==> src/rtl/gcsb_pkg.sv <==
// shared types and constants for the glyph coverage scale and blend core
// no dependencies
package gcsb_pkg;

    localparam int GLYPH_WIDTH_DEF  = 12;
    localparam int GLYPH_HEIGHT_DEF = 24;

    // scaled sample position numerator, divisor and quotient widths
    localparam int NUM_W = 23;
    localparam int DEN_W = 7;
    localparam int QUO_W = 16;

    localparam int IN_TDATA_W  = 56;
    localparam int OUT_TDATA_W = 32;
    localparam int CFG_IDX_W   = 3;
    localparam int CFG_DATA_W  = 24;

    localparam logic [CFG_IDX_W-1:0] CFG_FG_COLOR    = 3'd0;
    localparam logic [CFG_IDX_W-1:0] CFG_BG_COLOR    = 3'd1;
    localparam logic [CFG_IDX_W-1:0] CFG_TRANSPARENT = 3'd2;
    localparam logic [CFG_IDX_W-1:0] CFG_SMOOTH      = 3'd3;
    localparam logic [CFG_IDX_W-1:0] CFG_CELL_WIDTH  = 3'd4;
    localparam logic [CFG_IDX_W-1:0] CFG_CELL_HEIGHT = 3'd5;

    localparam logic CMD_LOAD  = 1'b0;
    localparam logic CMD_PAINT = 1'b1;

    // what travels beside the datapath through every stage
    typedef struct packed {
        logic        valid;
        logic        paint;
        logic        wr_ok;
        logic [8:0]  idx;
        logic [7:0]  val;
        logic [23:0] dest;
    } t_tag;

endpackage

==> src/rtl/gcsb_blend.sv <==
// per channel alpha blend with rounding divide by 255, and the output register
// depends on gcsb_pkg
module gcsb_blend (
    input  logic           i_clk,
    input  logic           i_rst_n,
    input  logic           i_adv,
    input  logic [23:0]    i_fg,
    input  logic [23:0]    i_bg,
    input  logic           i_transp,
    input  logic [7:0]     i_cov,
    input  gcsb_pkg::t_tag i_tag,
    output logic           o_valid,
    output logic [23:0]    o_pixel,
    output logic [7:0]     o_cov,
    output logic           o_we
);

    logic [23:0]    w_bg;
    logic [15:0]    w_sum [0:2];
    gcsb_pkg::t_tag r_tag_i;
    logic [15:0]    r_sum_i [0:2];
    logic [7:0]     r_cov_i;
    logic [16:0]    w_q [0:2];
    logic           w_we;
    logic           r_valid;
    logic [23:0]    r_pixel;
    logic [7:0]     r_cov;
    logic           r_we;

    always_comb begin
        w_bg = i_transp ? i_tag.dest : i_bg;
        for (int c = 0; c < 3; c++) begin
            w_sum[c] = 16'(i_fg[8*c +: 8]) * 16'(i_cov)
                     + 16'(w_bg[8*c +: 8]) * (16'd255 - 16'(i_cov)) + 16'd127;
        end
        // exact divide by 255 for sums below 65535
        for (int c = 0; c < 3; c++) begin
            w_q[c] = 17'(r_sum_i[c]) + 17'(r_sum_i[c][15:8]) + 17'd1;
        end
        w_we = ~(i_transp & (r_cov_i == 8'd0));
    end

    always_ff @(posedge i_clk) begin
        if (!i_rst_n) begin
            r_tag_i.valid <= 1'b0;
            r_valid       <= 1'b0;
        end else if (i_adv) begin
            r_tag_i <= i_tag;
            r_valid <= r_tag_i.valid & r_tag_i.paint;
        end
    end

    always_ff @(posedge i_clk) begin
        if (i_adv) begin
            r_sum_i <= w_sum;
            r_cov_i <= i_cov;
            r_cov   <= r_cov_i;
            r_we    <= w_we;
            r_pixel <= w_we ? {w_q[2][15:8], w_q[1][15:8], w_q[0][15:8]} : r_tag_i.dest;
        end
    end

    assign o_valid = r_valid;
    assign o_pixel = r_pixel;
    assign o_cov   = r_cov;
    assign o_we    = r_we;

endmodule

==> config.mk <==
export PLATFORM = sky130hd
export DESIGN_NAME = gcsb_blend
export DESIGN_NICKNAME = d
export VERILOG_FILES = /design/src/rtl/gcsb_pkg.sv /design/src/rtl/gcsb_blend.sv
export SDC_FILE = /design/constraint.sdc
export NUM_CORES = 1
export LEC_CHECK = 0
export BUFFER_PORTS_ARGS = -buffer_cell sky130_fd_sc_hd__buf_2
export CORE_MARGIN = 2
export CORE_UTILIZATION = 63
export DETAILED_ROUTE_END_ITERATION = 7
export PLACE_DENSITY = 0.83
export SLEW_MARGIN = 20
export SYNTH_ARGS = -nofsm -noshare
export SYNTH_HDL_FRONTEND = slang
export SYNTH_SLANG_ARGS = --single-unit
==> constraint.sdc <==
create_clock -name i_clk -period 8.3 [get_ports i_clk]
set_clock_uncertainty 0.1 [all_clocks]
set_input_delay 0.415 -clock i_clk [delete_from_list [all_inputs] [get_ports i_clk]]
set_output_delay 0.415 -clock i_clk [all_outputs]
set_load 0.01 [all_outputs]
==> impl_metrics.csv <==
group,metric,value,unit
outcome,status,"finished, final reports clean",
synthesis,synth_flop_cell,"edfxtp_1",
final_layout,final_core_util,0.691,
sta,finalMaxSlewViolations,0,
placed_design,pre_cts_ws,1.24,ns
setup_path,crit_path_end_kind,"flip-flop",
clock_network,clk_transition_reported_paths,0.06,ns
floorplanning,ios,138,
routing,drt-total-wl,40900,um
clock_network,clockBufferDepth,2,
placed_design,placed_area,19200,um2
job,maxCapViolCount,0,
min_path,hold_class,"input pin to flip-flop",
synthesis,avgSynthCellArea,9.86,um2
final_layout,diodes,0,
placed_design,hpwlAfterDp,31700,um
grt,overflow,0,
clock_network,root_buffer,"clkbuf_16",
routing,wire_per_inst,17.5,um
setup_path,r2r_start,"r_cov_i[2]",
synthesis,synth_edf_count,114,
clock_network,clk_latency,0.44,ns
setup_path,crit_required,8.46,ns
routing,via_per_inst,5.61,
grt,track_usage,0.288,
clock_network,holdBufCountCts,0,
setup_path,r2r-end,"o_pixel[2]",
placed_design,portBuffers,119,
synthesis,ys_seq_area_frac,0.189,
synthesis,ys_ff_latch,116,
clock_network,cts_max_level,4,
sta,fin_ws,1.58,ns
grt,grt_pass1_vias,14400,
sta,fin_crit_sh,0.810,
synthesis,synth_cells,1854,
sta,relSlewSlack,0.283,
setup_path,critPathKind,"input pin to flip-flop",
floorplanning,dieHeight,174,um
clock_network,postCtsSetupBuffers,0,
routing,drtIter0Drc,756,
placed_design,routabilityCongestion,0.921,
setup_path,start_kind,"input pin",
setup_path,cp_max_fo,25,
sta,final-setup-viol-count,0,
routing,wl_met1,15900,um
synthesis,synth_warnings,0,
routing,dr.pass1.iters,7,
clock_network,cts_tree,"built",
synthesis,synth_fp_nets,2460,
setup_path,r2r_setup_slack,5.41,ns
final_layout,final_cell_area,19800,um2
clock_network,cts_made_buffers,17,
routing,ant_nets,0,
floorplanning,rows,62,
routing,wl_met2,21200,um
routing,maxUsedRoutingLayer,"met4",
grt,antenna_found_initial,0,
synthesis,syn_area,18300,um2
synthesis,yosysTopAreaCell,"fa_1",
grt,grt_pass1_wl,69100,um
final_layout,drive_gt1_frac,0.133,
min_path,hp-start,"i_tag[42]",
min_path,holdPathStages,1,
sta,max_freq,149,MHz
clock_network,cts_num_sinks,116,
routing,wl_met3,2330,um
floorplanning,initial_core_util,0.639,
synthesis,synthDominantCellAreaShare,0.337,
routing,drc,0,
floorplanning,die-area,30400,um2
sta,tns,0,ns
synthesis,synth_cell_types,63,
setup_path,critPathLaunch,"i_transp",
setup_path,critPathArrivalTime,6.88,ns
setup_path,r2r_cells,5,
sta,fin_crit,6.72,ns
final_layout,final_common_cell,"inv_1",
grt,grt_max_degree,56,
sta,hold_viol,0,
sta,tightestPinTransition,1.08,ns
clock_network,cts_resized,0,
final_layout,syn_to_final_growth,8.18,%
floorplanning,die_x,174,um
sta,rsz0062_at_grt,"no",
final_layout,layout.cells.most_common_list,"inv_1 (415), fa_1 (308), ha_1 (194)",
final_layout,nNetsFinal,2554,
routing,vias,13200,
setup_path,worstSetupEndpoint,"r_sum_i[45]",
synthesis,async_flop_share,0,
synthesis,synth.area.top_cells,"fa_1 (34%), edfxtp_1 (19%), ha_1 (13%)",
floorplanning,core,28600,um2
-- cell type report --
type | count | area [um2]
clock buffers | 17 | 425
clock inverters | 15 | 148
fillers | 2111 | 8840
inverters | 416 | 1560
multi-input cells | 1265 | 13000
flip-flops and latches | 116 | 3460
well taps | 384 | 480
repair buffers | 132 | 696
-- worst max-delay path, stage by stage --
cell and delay [ns]:
buf_2 0.65, mux2i_1 0.82, nor2_1 0.16, fa_1 0.57, inv_1 0.05, fa_1 0.52
inv_1 0.05, fa_1 0.40, fa_1 0.51, fa_1 0.49, inv_1 0.05, fa_1 0.47
inv_1 0.04, ha_1 0.30, o21ai_0 0.13, nand2b_1 0.10, o41ai_1 0.10, a211oi_1 0.56
nor2_1 0.16, a311oi_1 0.30
-- cells in the mapped netlist, types with 5 or more instances --
master	n
xor2_1	12
a21o_1	20
nand4_1	6
a21oi_1	20
or3_1	7
or4_1	7
nand2_1	119
a31oi_1	16
and2_1	111
clkbuf_1	46
a211oi_1	6
nor2_1	147
mux2i_1	26
o21a_1	15
edfxtp_1	114
nor4_1	7
ha_1	194
nand3_1	14
xnor2_1	33
fa_1	308
and4_1	7
nor2b_1	6
inv_1	415
o31ai_1	7
o211ai_1	5
o21ai_0	27
buf_2	5
or2_2	87
nor3_1	11
-- flip-flops by register name, summed over array words and instances, names as in the netlist --
register  count
r_sum_i      48
r_tag_i      26
o_pixel      24
o_cov         8
r_cov_i       8
o_valid       1
o_we          1
-- logic make-up after synthesis --
logic type / after synthesis / share of synthesized area
flops: 116 / 0.189
simple gates: 542 / 0.149
mux: 28 / 0.0155
buf+inv: 473 / 0.0992
compound gates: 148 / 0.0554
fa+ha+maj: 502 / 0.470
xor+xnor: 45 / 0.0216
-- how the worst min path moves through the flow --
| stage | endpoint | slack (ns) |
|---|---|---|
| after CTS | r_tag_i[42] | 0.04 |
| after detailed placement | o_cov[3] | 0.33 |
| after floorplan | o_cov[3] | 0.33 |
| after global placement | o_cov[3] | 0.33 |
| final | r_tag_i[42] | 0.05 |
| after global routing | r_tag_i[42] | 0.04 |
-- metal layers --
metal  GRT usage  up-vias
met4       0.123        0
met2       0.511      469
met5           0        -
met1       0.354     6589
li1            -     5984
met3      0.0376      108
-- metrics by stage --
step	hold WS (ns)	instances
after CTS	0.0373	2345
after global placement	0.330	2313
final	0.0491	2345
after floorplan	0.327	1854
after global routing	0.0429	2345
after detailed placement	0.332	2313
Power is not shown: default switching activity piles up to over one toggle a cycle in this logic, so the estimate is an artifact.
