File: config.mk
export PLATFORM = sky130hd
export DESIGN_NAME = gcsb_div
export DESIGN_NICKNAME = d
export VERILOG_FILES = /design/src/rtl/gcsb_pkg.sv /design/src/rtl/gcsb_div.sv
export SDC_FILE = /design/constraint.sdc
export NUM_CORES = 1
export LEC_CHECK = 0
export ABC_AREA = 1
export ABC_CLOCK_PERIOD_IN_PS = 2200
export BUFFER_PORTS_ARGS = -buffer_cell sky130_fd_sc_hd__buf_2
export CAP_MARGIN = 15
export CELL_PAD_IN_SITES_DETAIL_PLACEMENT = 2
export CELL_PAD_IN_SITES_GLOBAL_PLACEMENT = 2
export CORE_MARGIN = 4
export CORE_UTILIZATION = 42
export DETAILED_ROUTE_END_ITERATION = 8
export GPL_TIMING_DRIVEN = 1
export PLACE_DENSITY_LB_ADDON = 0.1
export SYNTH_ARGS = -nofsm -noshare
export SYNTH_HDL_FRONTEND = slang
export SYNTH_SLANG_ARGS = --single-unit
File: constraint.sdc
create_clock -name i_clk -period 2.2 [get_ports i_clk]
set_input_delay 0.22 -clock i_clk [delete_from_list [all_inputs] [get_ports i_clk]]
set_output_delay 0.22 -clock i_clk [all_outputs]
set_load 0.03 [all_outputs]
File: src/rtl/gcsb_pkg.sv
// shared types and constants for the glyph coverage scale and blend core
// no dependencies
package gcsb_pkg;

    localparam int GLYPH_WIDTH_DEF  = 12;
    localparam int GLYPH_HEIGHT_DEF = 24;

    // scaled sample position numerator, divisor and quotient widths
    localparam int NUM_W = 23;
    localparam int DEN_W = 7;
    localparam int QUO_W = 16;

    localparam int IN_TDATA_W  = 56;
    localparam int OUT_TDATA_W = 32;
    localparam int CFG_IDX_W   = 3;
    localparam int CFG_DATA_W  = 24;

    localparam logic [CFG_IDX_W-1:0] CFG_FG_COLOR    = 3'd0;
    localparam logic [CFG_IDX_W-1:0] CFG_BG_COLOR    = 3'd1;
    localparam logic [CFG_IDX_W-1:0] CFG_TRANSPARENT = 3'd2;
    localparam logic [CFG_IDX_W-1:0] CFG_SMOOTH      = 3'd3;
    localparam logic [CFG_IDX_W-1:0] CFG_CELL_WIDTH  = 3'd4;
    localparam logic [CFG_IDX_W-1:0] CFG_CELL_HEIGHT = 3'd5;

    localparam logic CMD_LOAD  = 1'b0;
    localparam logic CMD_PAINT = 1'b1;

    // what travels beside the datapath through every stage
    typedef struct packed {
        logic        valid;
        logic        paint;
        logic        wr_ok;
        logic [8:0]  idx;
        logic [7:0]  val;
        logic [23:0] dest;
    } t_tag;

endpackage

File: src/rtl/gcsb_div.sv
// pipelined restoring divider, one quotient bit per stage
// depends on gcsb_pkg
module gcsb_div (
    input  logic                        i_clk,
    input  logic                        i_adv,
    input  logic [gcsb_pkg::NUM_W-1:0] i_num,
    input  logic [gcsb_pkg::DEN_W-1:0] i_den,
    output logic [gcsb_pkg::QUO_W-1:0] o_quo
);

    localparam int QW = gcsb_pkg::QUO_W;
    localparam int DW = gcsb_pkg::DEN_W;

    logic [DW-1:0] r_rem [1:QW];
    logic [QW-1:0] r_low [1:QW];
    logic [QW-1:0] r_quo [1:QW];

    genvar s;
    generate
        for (s = 0; s < QW; s++) begin : g_stage
            logic [DW-1:0] w_rem;
            logic [QW-1:0] w_low;
            logic [QW-1:0] w_quo;
            logic [DW:0]   w_trial;
            logic          w_ge;
            logic [DW:0]   w_diff;

            if (s == 0) begin : g_first
                // the top bits are already below the divisor
                assign w_rem = i_num[gcsb_pkg::NUM_W-1:QW];
                assign w_low = i_num[QW-1:0];
                assign w_quo = '0;
            end else begin : g_next
                assign w_rem = r_rem[s];
                assign w_low = r_low[s];
                assign w_quo = r_quo[s];
            end

            assign w_trial = {w_rem, w_low[QW-1]};
            assign w_ge    = w_trial >= {1'b0, i_den};
            assign w_diff  = w_trial - {1'b0, i_den};

            always_ff @(posedge i_clk) begin
                if (i_adv) begin
                    r_rem[s+1] <= w_ge ? w_diff[DW-1:0] : w_trial[DW-1:0];
                    r_low[s+1] <= {w_low[QW-2:0], 1'b0};
                    r_quo[s+1] <= {w_quo[QW-2:0], w_ge};
                end
            end
        end
    endgenerate

    assign o_quo = r_quo[QW];

endmodule

==> run summary, run 1 <==
After layout, the minimum clock period comes to 2.14 ns. The Yosys step of the flow raised 0 warnings. Slew at the pin with the worst max-slew slack: 0.494 ns. The average instance area after synthesis is 10.5 µm². The area fraction of the dominant cell type after synthesis was 59.3%. In the synthesized netlist the dominant register cell turns out to be edfxtp_1.

The row count is 76. The count of pins over their slew limit is 0. Summing all flip-flop and latch instances after layout gives 10800 µm².

In the routed design, unresolved DRC markers number 0. For the data arrival time at the worst-slack endpoint, the log shows 2.46 ns. The critical path class was flop to flop. Detailed routing inserted a total of 13386 vias.

Dividing the detail-routed wire length by the instance count gives 23.2 µm. For the number of instances in the placed design, the log shows 2424. Once the floorplan was initialized, standard cells occupied 42.4% of the core.

Summed over all layers, the routed wires come to 58500 µm. The critical path capture point type is a flop. The repair_antennas step left the layout with diodes totalling 0. Entering global routing, the biggest net connects 62 pins. The run gives 67.1% as the headroom to the max-slew limit. TritonCTS built the clock tree. For the overall die area, the log shows 46900 µm². The sequential cell area fraction in the yosys report is 59.3%, and the fraction of final layout cells with drive strength greater than 1 is 13.6%. The cell area after technology mapping was 18300 µm². The minimum hold slack is 0.0317 ns, and the number of violations of the max-capacitance limit is 0. The worst path required time was 2.53 ns; the number of nets produced by synthesis was 1896.

The number of antenna violations at the first check in global routing is 1, and the final RePlAce weighted congestion is 0.789. Counting flops with a built-in enable in the synthesized netlist gives 361. Summing the areas of all and, or, nand and nor instances in the mapped netlist gives 21.4% of the synthesized area. For this design the top-level I/O count stands at 48. The logs give 3 for the maximum clock insertion buffer count and 2523 for the final cell count without fillers. For the clock skew after layout, the log shows 0.0222 ns.

In this run, synthesis produced a sequential element count of 361. For the total half-perimeter wirelength after legalization and detailed placement, the log shows 39800 µm. Summed over all layers, the global routing overflow is 0.

The biggest area contributor in the post-synthesis netlist is edfxtp_1. After the first detailed-routing iteration, the DRC count stood at 790. The startpoint type of the worst setup path was a flop. In this run the worst path has a maximum fanout of 5. Sorting the synthesized cells by how often they occur yields 555 x nand2_1, 361 x edfxtp_1, 264 x inv_1.

The overall track demand over capacity in global routing was 24.9%; the number of fill cells was 4419. The flow ran to the end, and the final reports show no timing, DRC or antenna violations. Highest clock rate: 0.468 GHz.

Relative to the synthesized area, the layout overhead comes to 17.9%. In the final layout, the multi-input gates occupy 6550 µm². Post-synthesis compound-gate area fraction: 3.09%. The synthesized netlist devotes 1.49% of its cell area to XOR and XNOR gates.

Leading cell type by number of instances after synthesis: nand2_1. Yosys attributes the largest share of cell area to edfxtp_1 59%, nand2_1 11%, ha_1 7.7%. Counting the buffers created by CTS gives 41. Across the VDD grid, the largest voltage drop is 0.000546 V. By area, the combinational part of the netlist is dominated by simple AND/OR/NAND/NOR gates. Number of distinct standard cells referenced by the synthesized netlist: 19. For the leakage power of the design, the log shows 9.42 nW. The async set or reset register ratio after synthesis works out to 0%. The run gives 0.57 ns as the clock insertion delay at the later pin of the skew report.

Dividing total power by cell area gives a power density of 1300 nW/µm². The fraction of synthesized area in multiplexers is 0%, and the instance count of the mapped netlist is 1737. The first global-routing pass estimated 90100 µm of wire. The core region is 43100 µm².

The worst hold path belongs to the class input port to flop. The run gives 0 as the number of hold-slack violations in the final timing report. Before antenna repair, the detailed router went through 5 iterations. The net count of the finished layout came out at 2066. The run gives 2 as the number of H-tree branching levels. The number of global-route vias before repair is 15473, and the final count of negative-setup-slack endpoints is 0. The tools report the root cell of the clock tree as clkbuf_16. The clock drives 361 sinks.

The final critical-path share of the clock period was 97.1%. The floorplan step set the die height to 217 µm. Measured along the x axis, the die boundary spans 217 µm. The average vias per placed instance was 5.31. The adder-cell area share of the yosys netlist came out at 9.31%.

The count of buffers inserted at the top-level ports is 47. The clock transition at the register clock pins on the worst setup and hold paths after CTS works out to 0.07 ns. For the number of nets with antenna violations after routing, the log shows 0.
[power by group]
part,switching (mW),leakage (nW),internal [mW]
combinational,7.04,5.25,3.72
clock,2.92,0.643,4.04
sequential,0.866,3.53,9.45
total,10.8,9.42,17.2
[per-stage QoR]
stage          area [µm²]  util (%)  power, mW  setup WS (ns)  setup TNS (ns)
3_3_place_gp        19900      46.1       19.2         0.0811               0
2_1_floorplan       18300         -       16.8          0.450               0
4_1_cts             21400      49.8       28.0         0.0115               0
6_report            21500      50.0       28.0         0.0628               0
3_5_place_dp        19900      46.1       20.5         -0.160           -1.73
5_1_grt             21500      50.0       29.8        -0.0128         -0.0223
[sequential cells by signal, summed over array words and instances, names as in the netlist]
| name | flops |
|---|---|
| r_low | 120 |
| r_quo | 136 |
| r_rem | 105 |
[area by class of cell]
type                            instances  area share [%]
Sequential cell                       361            50.3
Clock inverter                         22           0.970
Timing Repair Buffer                  127            5.15
Tap cell                              585            3.40
Clock buffer                           52            5.15
Inverter                              264            4.60
Multi-Input combinational cell       1112            30.4
[per-layer routing]
metal,part of all wire [%],global-route usage [%],wire (µm)
met5,0.022,0,13
met4,4.5,12.3,2620
met3,3.1,3.48,1830
met2,54,46.7,31600
met1,38,27.6,22400
[worst paths after layout]
kind	from	to	slack (ns)	cells past startpoint
hold / removal	i_num[19]	r_rem[0][11]	0.03	3
setup reg to reg	r_low[0][224]	r_rem[0][107]	0.06	11
setup / recovery	r_low[0][224]	r_rem[0][107]	0.06	11
hold reg to reg	r_low[0][67]	r_low[0][83]	0.41	0
[what timing repair did]
action	4_1_cts	5_1_grt
pin swaps	7	12
hold endpoints to repair	20	0
gates resized for setup	20	25
setup endpoints to repair	30	45
hold buffers	20	0
buffers inserted	0	5
[critical path, cell delays in order (launching register included)]
cell and delay (ns):
edfxtp_1 0.33, inv_1 0.07, ha_2 0.21, fa_2 0.38
inv_2 0.10, nand2_1 0.10, nand2_1 0.12, nand2_1 0.10
o21ai_0 0.12, nand2_2 0.16, nand3_1 0.13, nand2_1 0.07
[kinds of logic (layout without fill, tap and decap cells)]
family / after synthesis / in the layout
AO/OA/AOI/OAI: 79 / 79
XOR/XNOR: 31 / 31
adder cells (fa/ha/maj): 127 / 127
buffers and inverters: 264 / 465
flip-flops: 361 / 361
AND/OR/NAND/NOR: 875 / 875
[cell usage in the layout (no fill, tap or decap), drive strengths merged]
cell type,n
xnor2,30
buf,107
clkbuf,52
clkinvlp,1
inv,265
o21ai,46
a21oi,33
dlygate4sd3,20
nor3,2
nand3,194
ha,112
nor2,78
fa,15
or2,15
xor2,1
nand2,555
bufinv,4
clkinv,16
edfxtp,361
nand4,31
Note: power is estimated with default switching activity, not from simulation.
==> run 2: changes to the inputs <==
- SETUP_SLACK_MARGIN: unset -> 0.5
==> run summary, run 2 (synthesis results as in run 1) <==
The tools report the number of fill cells as 4034. The design draws 37.9 mW. For this run, the share of the core covered by cells in the final layout is 59.6%. Counting instances, the worst hold path has a depth of 3. For this design the ratio of total power to cell area is 1470 nW/µm². The cell that appears most often on the critical path is nand2_1. The detailed-route wire length per cell was 36.6 µm. The slowest library cell on the worst path is edfxtp_1.

The total core area is 43100 µm², and the fraction of power consumed by sequential logic is 28.5%. The overall track demand over capacity in global routing was 34.0%; the logic depth of the worst register-to-register path was 8. Adding up every negative setup slack in the final design gives -0.102 ns.

In this run the worst hold path is classified as input port to flop. Setup violations remaining at the end of the flow were counted as 5. Routability-driven placement finished with a final weighted congestion of 0.812. Wires add up to 97700 µm. The starting density of the core is 42.4%. Entering global routing, the biggest net connects 78 pins.

The worst setup path is of the flop to flop kind. The register with the most flip-flops in the layout has 136 of them. The headroom to the max-slew limit came out at 65.3%. Clock network fraction of total power: 20.5%. At the pin with the least slew margin, the transition time is 0.520 ns. The final route contains 16359 vias. For hold timing, the worst endpoint is r_rem[0][8].

The clock period minus final worst setup slack came out at 2.24 ns. The repair_antennas step left the layout with diodes totalling 0. The worst setup path is captured at a flop. After detailed routing, the number of remaining DRC violations is 0. The worst register-to-register path ends at r_rem[0][54]. Cell internal power was estimated by the tool at 20.7 mW.

The post-route netlist has 39.7% of its cells at a drive strength greater than 1. The die is 217 µm wide. From synthesis to final layout, the design area changed by 40.5%. In this run the most critical hold path is launched from i_num[16]. Summed over all nets, the half-perimeter wirelength after detailed placement is 39800 µm.

The number of instances in the placed design is 2428. In the final layout, the registers with the most flip-flops are r_quo (136), r_low (120), r_rem (105). Excluding fillers, the count of instances in the completed layout stands at 2668. Global routing finished with a remaining overflow of 0.

The switching share of total power was 45.4%; the top-level I/O count was 48. The number of global-route vias before repair is 17367. Data on the critical path arrives at its endpoint at 2.58 ns.

The row count is 76, and the minimum setup slack among reg-to-reg paths is -0.04 ns. The tools report the overall die area as 46900 µm². The share of total power in combinational logic is 51.0%. No sink is reached through more buffers than the 3 on the longest clock path. In the final design database the tool counted 2213 nets.

After the first detailed-routing iteration, the DRC count stood at 1501. More flip-flops sit in one register than any other, and that register is r_quo. For the global-route wire length before repair, the log shows 118000 µm. For the final worst-path setup slack, the log shows -0.0392 ns. Traced cell by cell, the critical path runs through ha_2 > nand2_1 > nor2_2 > nand2_1 > nand3_1 > nand2_1 > nand3_2 > nand2_1. TritonCTS built the clock tree. The stage delay of the slowest cell on the critical path works out to 0.51 ns.

Clock skew on the completed layout was measured at 0.0306 ns. The run gives 17.2 mW as the power dissipated by switching net loads. Measured along the y axis, the die boundary spans 217 µm. In this run the tool buffered the top-level ports with 47 buffer cells. The clock insertion delay at the later pin of the skew report was 0.60 ns; the clock transition at the register clock pins on the worst setup and hold paths after CTS was 0.07 ns. The count of pins over their slew limit was 0; the leakage power of the design was 10.8 nW. The final reports fail on negative setup slack. The run finished, with violations left. The tools report the number of nets with antenna violations after routing as 0.

The first-pass detailed-route iteration total is 5, and the average vias per placed instance is 6.13. In this run the worst path has a maximum fanout of 5. The worst-case IR drop observed on VDD is 0.000779 V.

CTS saw 361 sinks. The most critical setup path has its startpoint at r_rem[0][44]. Critical register-to-register path startpoint: r_rem[0][44].

Number of antenna violations at the first check in global routing: 0. The number of hold-slack violations in the final timing report is 0. The library cell used most frequently in the layout, excluding fill and tap cells, is nand2_1. Setup repair after global routing could not meet its margin everywhere.

For the worst setup path, the data required time is 2.54 ns. In the layout the commonest cells are 394 x nand2_1, 361 x edfxtp_1, 233 x inv_1, 143 x buf_4, 108 x nand2_2. The final critical-path share of the clock period is 102%. The root cell of the clock tree is clkbuf_16. The highest clock rate came out at 0.447 GHz. The startpoint type of the worst setup path is a flop. The number of violations of the max-capacitance limit was 0. The number of CTS-inserted buffers is 41, and the number of H-tree branching levels is 2.
## run 2: cell count changes in the layout (fill, tap and decap cells not counted), sizes merged
cell         before  now
buf             107  238
nand3           194  208
clkbuf           52   48
bufinv            4    6
dlygate4sd3      20   22
clkinv           16   17
inv             265  264
## run 2: area by class of cell
type / instances / area (µm²) / area share [%]
clock inverter: 24 / 263 / 1.02
inverter: 264 / 1000 / 3.89
tap: 585 / 732 / 2.85
sequential: 361 / 10800 / 42.2
clock buffer: 48 / 1090 / 4.26
timing repair buffer: 260 / 2230 / 8.68
multi-input combinational: 1126 / 9520 / 37.1
## run 2: worst max path at each step
stage                    to
2_1_floorplan  r_rem[0][33]
3_3_place_gp   r_rem[0][51]
3_5_place_dp   r_rem[0][52]
4_1_cts        r_rem[0][83]
5_1_grt        r_rem[0][54]
6_report       r_rem[0][54]
## run 2: power by group through the flow
stage / logic [mW] / registers [mW] / clock network (mW)
after floorplan: 6.82 / 9.97 / 0
after global routing: 19.9 / 10.8 / 8.00
after CTS: 13.9 / 10.5 / 7.34
after global placement: 9.10 / 10.3 / 0
final: 19.3 / 10.8 / 7.76
after detailed placement: 10.3 / 10.4 / 0
## run 2: per-stage QoR
stage | cell area, µm² | setup slack (ns) | hold WS, ns
6_report | 25700 | -0.0392 | 0.0954
5_1_grt | 25700 | -0.118 | 0.108
4_1_cts | 24100 | 0.117 | 0.0232
3_5_place_dp | 19900 | -0.145 | 0.399
3_3_place_gp | 19900 | 0.120 | 0.398
2_1_floorplan | 18300 | 0.500 | 0.319
## run 2: worst max-delay path, delay by kind of cell, from the launching register on
kind	cells	cell delay (ns)
flops	1	0.51
fa+ha+maj	1	0.46
simple gates	7	1.01
## run 2: layer usage
layer  vias to the layer above  GRT usage, %  share of wire [%]
li1                       6521             -                  -
met3                       545          6.55                5.6
met4                         0          20.9                9.9
met1                      8302          35.8                 34
met5                         -             0                  0
met2                       991          62.5                 50
## run 2: what timing repair did
item,in CTS,in global routing
buffers inserted,71,61
hold buffers,22,0
cloned,13,1
pin swaps,90,117
setup endpoints to repair,109,120
endpoints found under the hold margin,40,0
resized for setup,429,236
==> run 3: changes to the inputs <==
- CORE_UTILIZATION: 42 -> 44
- CTS_BUF_LIST: unset -> sky130_fd_sc_hd__clkbuf_4 sky130_fd_sc_hd__clkbuf_8
==> run summary, run 3 <==
The number of hold buffers added after CTS was 23. Progress stopped at 4_1_cts. The number of distinct standard cells referenced by the synthesized netlist came out at 19. The most frequently used flop master after synthesis was edfxtp_1. Root cell of the clock tree: clkbuf_8. For the TritonCTS sink count, the log shows 361. The run gives 1896 as the number of nets produced by synthesis.

The logs give 67 for the number of CTS-inserted buffers and 3 for the number of H-tree branching levels. After clock tree synthesis, the repair step resized 462 gates. Once placement finished, the instance area stood at 19900 µm².

After synthesis, the share of flip-flops with an asynchronous set or reset is 0%. Detailed placement ended at an HPWL of 43200 µm. In this run, synthesis inferred 361 flip-flops with an integrated enable. In the post-synthesis netlist, the cell with the most instances is nand2_1. The maximum clock insertion buffer count came out at 3.

The run stopped with a tool error. The logs give 18300 µm² for the cell area after technology mapping and 44.7% for the starting density of the core. After synthesis, the cell types taking the most area are edfxtp_1 59%, nand2_1 11%, ha_1 7.7%.

The vertical die dimension came out at 212 µm. Ranked by instance count, the synthesized netlist is headed by 555 x nand2_1, 361 x edfxtp_1, 264 x inv_1. The tool reported: "[ERROR DPL-0033] detailed placement checks failed during check placement". The congestion estimate from routability-driven global placement came to 0.816. The run gives 0 as the number of warnings printed during yosys synthesis. The post-CTS setup-driven buffer insertion count is 91. Averaged over all synthesized cells, the footprint is 10.5 µm². Summed over all instances, the cell type with the most area after synthesis is edfxtp_1. Sequential cell area fraction in the yosys report: 59.3%. The horizontal die dimension came out at 212 µm.

The count of buffers inserted at the top-level ports works out to 47. Counting flops and latches in the post-synthesis netlist gives 361. 48 I/O pins were placed. The instance count of the mapped netlist is 1737.

In this run the biggest area consumer among cell types represents 59.3% of the synthesized area. The floorplan has 74 rows.
## run 3: cell counts after synthesis
No cell type changed its count.
## run 3: cells by family after synthesis
group | after synthesis | share of synthesized area, %
buffers and inverters | 264 | 5.42
and+or+nand+nor | 875 | 21.4
AOI/OAI and AO/OA | 79 | 3.09
xor gates and xnor gates | 31 | 1.49
adders and majority gates | 127 | 9.31
DFF | 361 | 59.3
## run 3: metrics by stage
stage / hold WS (ns) / util, % / instances / setup slack, ns
2_1_floorplan: 0.319 / - / 1737 / 0.500
3_3_place_gp: 0.397 / 48.6 / 2378 / 0.117
3_5_place_dp: 0.399 / 48.6 / 2378 / -0.101
==> run 4: changes to the inputs <==
- CELL_PAD_IN_SITES_DETAIL_PLACEMENT: 2 -> unset
- CELL_PAD_IN_SITES_GLOBAL_PLACEMENT: 2 -> unset
- CORE_UTILIZATION: 44 -> 40
- CTS_BUF_LIST: sky130_fd_sc_hd__clkbuf_4 sky130_fd_sc_hd__clkbuf_8 -> unset
- PLACE_DENSITY_LB_ADDON: 0.1 -> 0.15
- SETUP_SLACK_MARGIN: 0.5 -> unset
==> run summary, run 4 (synthesis results as in run 1) <==
Before antenna repair, the detailed router went through 5 iterations. For the number of violations of the max-capacitance limit, the log shows 0. Dividing the final minimum period by the clock period gives 90.0%. The run gives 9.39 nW as the leakage power of the design. The logs give 71.9% for the headroom to the max-slew limit and 47.3% for the core occupancy in the finished layout.

More flip-flops sit in one register than any other, and that register is r_quo. The total grt overflow was 0. The cell family contributing the most delay on the critical path is adder cells. The library cell used most frequently in the layout, excluding fill and tap cells, is nand2_1. The repair_antennas step left the layout with diodes totalling 0.

The critical path capture point type was a flop. The flow ran to the end, and the final reports show no timing, DRC or antenna violations. Setup slack on the critical path of the routed design comes to 0.220 ns. The wire length on met1 was 16300 µm; the maximum clock insertion buffer count was 3.

The tree built by TritonCTS fans out to 361 sinks. The run gives 0 ns as the setup TNS. Once detail routing completed, the nets flagged for antenna violations numbered 0. The first global-routing pass estimated 57300 µm of wire. The minimum setup slack among reg-to-reg paths was 0.22 ns; the stage delay of the slowest cell on the critical path was 0.41 ns.

STA classifies the critical path startpoint as a flop. The slowest stage of the critical path is the fa_1 cell. The die covers 49200 µm². The first routing iteration left 566 violations. The final RePlAce weighted congestion is 0.839, and the routed length on met2 is 15700 µm. The register with the most flip-flops in the layout has 136 of them. The total area inside the core boundary comes to 45300 µm². The tools report the total half-perimeter wirelength after legalization and detailed placement as 23100 µm.

The tools report the worst vdd rail ir drop as 0.000547 V. The largest fanout of any net on the critical path works out to 5. Net switching is 33.6% of the power. The floorplan has 78 rows. The tools report the clock skew after layout as 0.0133 ns. Of the cells placed in the final design, the portion with a size suffix greater than 1 is 11.5%. The number of antenna violations at the first check in global routing came out at 0.

The final count of negative-setup-slack endpoints was 0; the worst path required time was 2.51 ns. Signal routing reaches up to met4. OpenSTA, run right after detailed placement, puts the worst setup slack at 0.0674 ns. Clock latency on the worst-skew pair, taken at its later pin, is 0.56 ns. The average vias per placed instance works out to 4.69. The number of gates on the worst path with buffers counted was 11. 48 I/O pins were placed. The horizontal die dimension was 222 µm; the clock transition at the register clock pins on the worst setup and hold paths after CTS was 0.06 ns. Counting the buffers created by CTS gives 42. The number of H-tree branching levels was 2. For the pin with the worst max-slew slack, the measured transition is 0.421 ns.

The run gives 0 as the DRC violations left. Registers are responsible for 38.8% of the overall power. The total wire length was 34300 µm; the net count of the finished layout was 2057.

Setup repair after global routing left no endpoint under its margin. Worst hold path class: input port to flop. Counting instances, the worst hold path has a depth of 3. Per report_power, the combinational group accounts for 34.0% of the total. The largest registers in the layout are r_quo (136), r_low (120), r_rem (105). The count of buffers inserted at the top-level ports came out at 47.

The tools report the critical register-to-register path startpoint as r_low[0][194]. The library cells used most frequently in the layout, excluding fill and tap cells, are 555 x nand2_1, 361 x edfxtp_1, 264 x inv_1, 179 x nand3_1, 112 x ha_1. TritonCTS built the clock tree. The vertical die dimension is 222 µm. In this run the worst setup path begins at r_low[0][194].

The logs give 27.2% for the clock network fraction of total power and 0.505 GHz for the highest clock rate. Walking the worst path, the cells encountered are inv_1 > ha_1 > fa_1 > inv_1 > nand2_1 > nand2_1 > nand2_1 > o21ai_0 > nand2_1 > nand3_1 > nand2_1. Critical path class: flop to flop. CTS placed an instance of clkbuf_16 at the clock tree root. Across every metal layer, demand over resource in global routing totals 14.1%.

Data on the critical path arrives at its endpoint at 2.29 ns. The number of global-route vias before repair is 11576, and the count of pins over their slew limit is 0. The power density of the placed cells was 1210 nW/µm²; the critical path buffer and inverter count was 2.

Most frequent cell on the critical path: nand2_1. For the number of hold-slack violations in the final timing report, the log shows 0. For this design the total switching power over the nets is 8.72 mW. Once the floorplan was initialized, standard cells occupied 40.4% of the core. The worst register-to-register path ends at r_rem[0][96].

Summed over all nets, wire length on met3 after detailed routing comes to 1390 µm. The timing endpoint of the critical path was r_rem[0][96]. The largest net degree at the start of global routing came out at 77. Relative to the synthesized area, the layout overhead comes to 17.2%.

The worst path in the final design needs a cycle of 1.98 ns, including I/O delays and setup. The detailed-route wire length per cell was 13.6 µm; the logic depth of the worst register-to-register path was 11. The routed layout has 11871 vias. The internal portion of the total power is 17.3 mW.
run 4: timing repair:
action | in CTS | in global routing
hold buffers | 21 | 0
endpoints found under the setup margin | 0 | 2
resized for setup | 0 | 1
hold endpoints to repair | 21 | 0
setup buffers | 0 | 0
run 4: stage by stage:
stage               cells  hold slack, ns  instance area (µm²)  total power [mW]
floorplan            1737           0.319                18300              16.8
global placement     2433           0.397                19800              19.0
detailed placement   2433           0.399                19800              19.1
global route         2529          0.0403                21400              28.1
CTS                  2529          0.0165                21400              26.4
finish               2529          0.0605                21400              26.0
run 4: worst reg2reg max path, cell delays in order, from the launching register on:
cell and delay (ns):
edfxtp_1 0.32, inv_1 0.09, ha_1 0.22, fa_1 0.41
inv_1 0.09, nand2_1 0.06, nand2_1 0.08, nand2_1 0.08
o21ai_0 0.07, nand2_1 0.15, nand3_1 0.11, nand2_1 0.07
run 4: worst min-delay path by stage:
stage | startpoint | end | slack, ns
after floorplan | i_num[0] | r_low[0][15] | 0.32
after global placement | i_num[0] | r_low[0][15] | 0.40
after detailed placement | i_num[9] | r_low[0][24] | 0.40
after CTS | i_num[16] | r_rem[0][8] | 0.02
after global routing | i_adv | r_quo[0][201] | 0.04
final | i_num[16] | r_rem[0][8] | 0.06
run 4: per-layer routing:
layer | vias to the layer above | global-route usage (%)
met5 | - | 0
met1 | 5479 | 19.1
met3 | 49 | 3.05
met2 | 156 | 22.8
li1 | 6187 | -
met4 | 0 | 4.40
run 4: final cells by class:
type                       count  area, µm²
inverter                     264        991
fill                        4210      23900
clock buffer                  49       1140
tap                          600        751
clock inverter                26        274
timing repair buffer         117        973
multi-input combinational   1112       6440
sequential                   361      10800
run 4: power groups by stage:
stage | logic (mW) | clock network (mW) | registers [mW]
detailed placement | 8.86 | 0 | 10.2
global route | 10.3 | 7.63 | 10.2
global placement | 8.77 | 0 | 10.2
CTS | 8.92 | 7.34 | 10.1
finish | 8.84 | 7.05 | 10.1
floorplan | 6.81 | 0 | 9.97
